File: src/olist_pkg.sv
`timescale 1ns / 1ps
`default_nettype none

package olist_pkg;

  // List size and the widths that follow from it.
  localparam int CAPACITY = 64;
  localparam int IW = (CAPACITY > 1) ? $clog2(CAPACITY) : 1;
  localparam int CW = $clog2(CAPACITY + 1);
  // Width used when the 7-bit position field meets the count.
  localparam int CMPW = (CW > 7) ? CW : 7;
  // Cells per group of the registered read reduction.
  localparam int GRP = 8;
  localparam int NGRP = (CAPACITY + GRP - 1) / GRP;

  // Operation codes.
  localparam logic [3:0] OP_INS_START = 4'd0;
  localparam logic [3:0] OP_INS_END   = 4'd1;
  localparam logic [3:0] OP_INS_AT    = 4'd2;
  localparam logic [3:0] OP_DEL_START = 4'd3;
  localparam logic [3:0] OP_DEL_END   = 4'd4;
  localparam logic [3:0] OP_DEL_AT    = 4'd5;
  localparam logic [3:0] OP_DEL_VALUE = 4'd6;
  localparam logic [3:0] OP_FIND      = 4'd7;
  localparam logic [3:0] OP_READ      = 4'd8;
  localparam logic [3:0] OP_REVERSE   = 4'd9;
  localparam logic [3:0] OP_CLEAR     = 4'd10;

  // Status codes.
  localparam logic [1:0] ST_OK       = 2'd0;
  localparam logic [1:0] ST_REJECT   = 2'd1;
  localparam logic [1:0] ST_NOTFOUND = 2'd2;

  typedef enum logic [1:0] {
    S_IDLE,
    S_LOOK,
    S_APPLY
  } state_t;

  // Update command broadcast to every cell of the row.
  typedef struct packed {
    logic          ins;
    logic          del;
    logic [IW-1:0] pos;
  } cell_ctl_t;

endpackage

`default_nettype wire

File: src/olist_cell.sv
`timescale 1ns / 1ps
`default_nettype none

module olist_cell (
  input  wire logic                     clk,
  input  wire logic [olist_pkg::IW-1:0] idx,
  input  wire olist_pkg::cell_ctl_t     ctl,
  input  wire logic [31:0]              key,
  input  wire logic [olist_pkg::CW-1:0] count,
  input  wire logic [olist_pkg::IW-1:0] rd_pos,
  input  wire logic [31:0]              from_left,
  input  wire logic [31:0]              from_right,
  output logic [31:0]                   entry,
  output logic                          match,
  output logic [31:0]                   rd_word
);
  import olist_pkg::*;

  // Insert opens a gap by taking the left neighbor; delete closes it from the right.
  always_ff @(posedge clk) begin
    if (ctl.ins) begin
      if (idx == ctl.pos) begin
        entry <= key;
      end else if (idx > ctl.pos) begin
        entry <= from_left;
      end
    end else if (ctl.del && (idx >= ctl.pos)) begin
      entry <= from_right;
    end
  end

  // A cell matches only while it lies inside the list.
  assign match = (entry == key) && (CW'(idx) < count);

  // The selected cell drives its word into the read reduction.
  assign rd_word = (idx == rd_pos) ? entry : 32'd0;

endmodule

`default_nettype wire

File: config.mk
export PLATFORM = sky130hd
export DESIGN_NAME = olist_cell
export DESIGN_NICKNAME = d
export VERILOG_FILES = /design/src/olist_pkg.sv /design/src/olist_cell.sv
export SDC_FILE = /design/constraint.sdc
export NUM_CORES = 1
export LEC_CHECK = 0
export ABC_AREA = 1
export BUFFER_PORTS_ARGS = -buffer_cell sky130_fd_sc_hd__buf_2
export CAP_MARGIN = 20
export CORE_ASPECT_RATIO = 1.1
export CORE_MARGIN = 2
export CORE_UTILIZATION = 47
export CTS_BUF_LIST = sky130_fd_sc_hd__clkbuf_4
export DETAILED_ROUTE_END_ITERATION = 10
export GPL_TIMING_DRIVEN = 0
export PLACE_DENSITY = 0.92
export SLEW_MARGIN = 30
export SYNTH_ARGS = -nofsm -noshare
export SYNTH_HDL_FRONTEND = slang
export SYNTH_SLANG_ARGS = --single-unit
File: constraint.sdc
create_clock -name clk -period 4.4 [get_ports clk]
set_clock_uncertainty 0.1 [all_clocks]
set_input_delay 0 -clock clk [delete_from_list [all_inputs] [get_ports clk]]
set_output_delay 0 -clock clk [all_outputs]
set_load 0.02 [all_outputs]
==> reports/results.ini, run 1 <==
[route]
drc=0
drtPass1Iterations=5
dr_total_vias=3914
wirelength_mm=11.1
final_antenna_net_count=0
viasPerCell=5.04
first_iter_violations=203
avgRoutedWirePerCell_um=14.3

[power_and_ir_drop]
powerDensity_nw_per_um2=245
p_leak_nw=2.52
max-vdd-ir-drop_mv=0.182
total_power_mw=1.12

[finish]
top_regs=entry (32)
fillers=400
antenna_cells=0
multi_input_area_um2=1470
regMostFlops=entry
layout.nets=833
drive_above_1_share_pct=29.9
mostFrequentLayoutCell=buf_2
mostFrequentLayoutCells=buf_2, nand2_1, nor2_1
area_delta_synth_final_pct=62.6
largest_reg_flops=32
seq_area_um2=961

[synth]
synth_fp_nets=575
synth.distinct_cells=19
yosys_warnings=0
synth.cell_area_um2=2800
ys_seq_elements=32
ys_seq_area_share_pct=34.3
syn_inst=440
syn-mean-instance-area_um2=6.37

[clock_network]
cts_buffer_depth=2
cts_tree=yes
path_clk_slew_ns=0.11
cts.sinks=32
cts-root-buf=clkbuf_4
ctsHtreeMaxLevel=2
cts_buffers=5

[worst_setup_path]
end_kind=flop
cp_max_fo=10
path_buf_inv=3
endpoint=entry[6]
worst_path_dominant_cell_family=buffers and inverters
required_ns=4.39
path_cells=buf_2 -> ha_1 -> nand2_1 -> nor2_4 -> nand3_4 -> buf_2 -> a21oi_1 -> a21oi_1 -> dlygate4sd3_1
startpoint=idx[5]
cp_num_cells=9
slowest_delay_ns=0.59
startpoint_type=input pin
path_class=in -> reg
critical_path_arrival_ns=1.88
critPathSlowestCell=dlygate4sd3_1

[die]
rows=29
coreArea_um2=5770
initial_core_util_pct=48.6
dieWidth_um=77.6
die_area_um2=6590
pin_count=189
chipHeight_um=85.0

[flow_run]
drv_cap=0

[place]
place_hpwl_mm=7.39
gp_congestion=0.883
port_buffers=187

[sta]
min_period_ns=1.89
final-setup-viol-count=0
finalMaxSlewViolations=0
fin_crit_sh_pct=43.0
slew_headroom_pct=52.3
timing_hold_violations_final=0
grt_setup_unrepaired=no
worstMarginPinSlew_ns=0.714
fin_tns_setup_ns=0
fmax_mhz=529

[global_routing]
gr-total-overflow=0
track_usage_pct=33.5
grt_start_max_net_pins=33
grt_pass1_wl_mm=17.3
antenna_found_initial=0
grt_pass1_vias=3868

[min_path]
whs_path_depth=3
holdCritPathClass=in -> reg

[status]
status=completed

==> routing by layer <==
layer / vias to the layer above / part of all wire (%) / track usage (%) / wire length [um]
met5: - / 0 / 0 / 0
met4: 0 / 3.6 / 14.1 / 402
met3: 41 / 7.2 / 5.96 / 792
met2: 231 / 53 / 63.0 / 5830
met1: 1767 / 37 / 36.5 / 4040
li1: 1875 / - / - / -
==> cells in the mapped netlist <==
library cell	count	area, um2
clkbuf_1	3	11.3
ha_1	11	138
buf_2	7	35.0
nand4_1	3	18.8
xnor2_1	6	52.6
a21oi_1	66	330
nand2_1	128	480
nor2_4	1	11.3
clkinv_2	1	5.00
inv_1	74	278
buf_6	3	33.8
nor2_1	87	327
nand3_1	3	15.0
nand3_4	1	17.5
o21bai_1	1	7.51
o21ai_0	5	25.0
buf_1	3	11.3
xor2_1	5	43.8
edfxtp_1	32	961
==> metrics by stage <==
step                cells  utilization, %  hold WS (ns)  worst slack [ns]  area [um2]
CTS                   776            78.9         0.381              2.56        4550
finish                776            78.9         0.376              2.51        4550
global placement      704            66.4         0.215              2.03        3830
floorplan             440               -         0.125              2.50        2800
detailed placement    704            66.4         0.225              2.38        3830
global route          776            78.9         0.421              2.42        4550
==> worst min path at each step <==
| stage | to | startpoint | slack, ns |
|---|---|---|---|
| 6_report | entry[31] | ctl[6] | 0.38 |
| 5_1_grt | entry[4] | ctl[6] | 0.42 |
| 3_5_place_dp | entry[18] | from_right[18] | 0.22 |
| 2_1_floorplan | entry[0] | from_right[0] | 0.12 |
| 3_3_place_gp | entry[4] | from_right[4] | 0.21 |
| 4_1_cts | entry[31] | ctl[6] | 0.38 |
==> final cells by class <==
cell class                 instances  share of cell area, %
multi-input combinational        317                   32.2
timing repair buffer             251                   34.6
clock buffer                       6                  0.989
inverter                          75                   6.21
tap                               77                   2.12
clock inverter                     2                  0.769
sequential                        32                   21.1
buffer                            16                   2.01
==> cells by family after synthesis <==
| kind of cell | synth area share (%) |
|---|---|
| XOR/XNOR | 3.44 |
| buffers and inverters | 13.4 |
| AND/OR/NAND/NOR | 31.0 |
| adder cells (fa/ha/maj) | 4.91 |
| flip-flops | 34.3 |
| AO/OA/AOI/OAI | 13.0 |
==> timing repair <==
item | CTS | global route
setup buffers | 0 | 0
hold endpoints to repair | 32 | 0
hold buffers | 64 | 0
gates resized for setup | 0 | 0
==> report_power, final <==
part,switching [mW],internal (mW),total (mW),leakage [nW]
logic,0.259,0.188,0.447,2.17
clock network,0.109,0.125,0.235,0.0456
registers,0.0381,0.397,0.435,0.308
total,0.407,0.710,1.12,2.52
Power figures use the tool's default switching activity.
==> run 2, diff against run 1 <==
--- a/config.mk
+++ b/config.mk
@@ -10,11 +10,11 @@
 export CAP_MARGIN = 20
 export CORE_ASPECT_RATIO = 1.1
 export CORE_MARGIN = 2
-export CORE_UTILIZATION = 47
+export CORE_UTILIZATION = 44
 export CTS_BUF_LIST = sky130_fd_sc_hd__clkbuf_4
 export DETAILED_ROUTE_END_ITERATION = 10
 export GPL_TIMING_DRIVEN = 0
-export PLACE_DENSITY = 0.92
+export PLACE_DENSITY = 0.87
 export SLEW_MARGIN = 30
 export SYNTH_ARGS = -nofsm -noshare
 export SYNTH_HDL_FRONTEND = slang
==> constraint.sdc (replaced) <==
create_clock -name clk -period 1.8 [get_ports clk]
set_clock_uncertainty 0.1 [all_clocks]
set_input_delay 0 -clock clk [delete_from_list [all_inputs] [get_ports clk]]
set_output_delay 0 -clock clk [all_outputs]
set_load 0.02 [all_outputs]
==> reports/results.ini, run 2 (synthesis results as in run 1) <==
[finish]
regMostFlops=entry
drive_above_1_share_pct=33.6
antenna_cells=0
area_delta_synth_final_pct=74.3
top_regs=entry (32)
largest_reg_flops=32
layout.nets=852
mostFrequentLayoutCells=buf_2, nand2_1, nor2_1
mostFrequentLayoutCell=buf_2
stdcell_count=798

[die]
chipHeight_um=87.7
coreArea_um2=6160
die_area_um2=7020
rows=30
initial_core_util_pct=45.5
dieWidth_um=80.1
pin_count=189

[route]
viasPerCell=5.10
drt-met1-wl_mm=4.24
final_antenna_net_count=0
drc=0
wl_met2_mm=6.52
highest-signal-layer=met4
drtPass1Iterations=5
wirelength_mm=12.3
avgRoutedWirePerCell_um=15.4
dr_total_vias=4067
wl_met3_mm=1.14
first_iter_violations=330

[flow_run]
drv_cap=0

[sta]
finalMaxSlewViolations=0
grt_setup_unrepaired=yes
min_period_ns=1.83
layout_setup_ws_ns=-0.0335
worstMarginPinSlew_ns=0.730
final-setup-viol-count=1
whs_ns=-0.0646
timing_hold_violations_final=2
slew_headroom_pct=51.3
fmax_mhz=545
fin_crit_sh_pct=102

[global_routing]
antenna_found_initial=0
grt_pass1_vias=3927
gr-total-overflow=0
track_usage_pct=32.5
grt_start_max_net_pins=33
grt_pass1_wl_mm=17.5

[place]
dp.cells=707
port_buffers=187
place_hpwl_mm=7.60
gp_congestion=0.853

[clock_network]
ctsHtreeMaxLevel=2
path_clk_slew_ns=0.11
cts.sinks=32
cts_buffer_depth=2
cts-root-buf=clkbuf_4
cts_tree=yes
cts_buffers=5

[worst_setup_path]
cp_max_fo=10
startpoint_type=input pin
critPathMostFrequentCell=a21oi_1
critical_path_arrival_ns=1.84
end_kind=flop
slowest_delay_ns=0.56
path_class=in -> reg
required_ns=1.81
path_cells=buf_2 -> inv_1 -> ha_4 -> nand2_2 -> nor2_4 -> nand3_4 -> buf_6 -> a21oi_1 -> a21oi_1 -> dlygate4sd3_1
critPathSlowestCell=dlygate4sd3_1

[power_and_ir_drop]
max-vdd-ir-drop_mv=0.543
powerDensity_nw_per_um2=573
p_leak_nw=2.64

[status]
status=complete, but fails checks
failed_checks=negative hold slack, negative setup slack

[min_path]
holdCritPathClass=in -> reg

==> run 2: cell types whose count changed in the layout (fill, tap and decap cells not counted), sizes merged <==
cell          previous run  this run
buf                    200       208
clkinvlp                 0         2
dlymetal6s4s             0         2
clkbuf                   9        11
inv                     74        73
dlygate4sd3             64        70
==> run 2: metal layers <==
metal / up-vias / track usage (%)
li1: 1915 / -
met1: 1826 / 34.0
met2: 283 / 63.5
met3: 43 / 6.49
met4: 0 / 11.6
met5: - / 0
==> run 2: what timing repair did <==
item | in CTS | in global routing
buffers inserted | 0 | 9
hold endpoints to repair | 32 | 2
endpoints found under the setup margin | 32 | 55
hold buffers | 72 | 3
gates cloned | 0 | 2
gates resized for setup | 2 | 40
pin swaps | 0 | 2
==> run 2: worst max-delay path: cells and delay by family <==
family / cells / cell delay [ns]
compound gates: 2 / 0.29
buf+inv: 4 / 0.92
simple gates: 3 / 0.37
fa+ha+maj: 1 / 0.26
==> run 2: final cells by class <==
class	count	area, um2
Clock buffer	6	45.0
Timing Repair Buffer	269	1750
Clock inverter	2	35.0
Fill cell	413	1270
Multi-Input combinational cell	317	1560
Sequential cell	32	961
Tap cell	80	100
Buffer	16	125
Timing Repair inverter	1	7.51
Inverter	75	290
==> run 2: power breakdown <==
part           internal, mW  switching [mW]
clock                 0.306           0.261
combinational         0.499           0.670
sequential            0.969          0.0927
total                  1.77            1.02
==> run 2: per-stage QoR <==
| step | total power [mW] | setup TNS, ns | setup WS (ns) | util [%] | cell area (um2) |
|---|---|---|---|---|---|
| after global routing | 2.95 | -0.360 | -0.0895 | 79.3 | 4880 |
| after CTS | 2.70 | 0 | 0.0150 | 75.5 | 4650 |
| after floorplan | 1.60 | 0 | 0.0186 | - | 2810 |
| after detailed placement | 2.00 | -14.40 | -0.452 | 62.4 | 3840 |
| after global placement | 1.97 | -12.97 | -0.407 | 62.4 | 3840 |
| final | 2.80 | -0.0335 | -0.0335 | 79.3 | 4880 |
==> run 2: worst paths after layout <==
kind,to,cells after the start,slack (ns),from
max,entry[12],10,-0.03,ctl[4]
min,entry[8],3,-0.06,from_left[8]
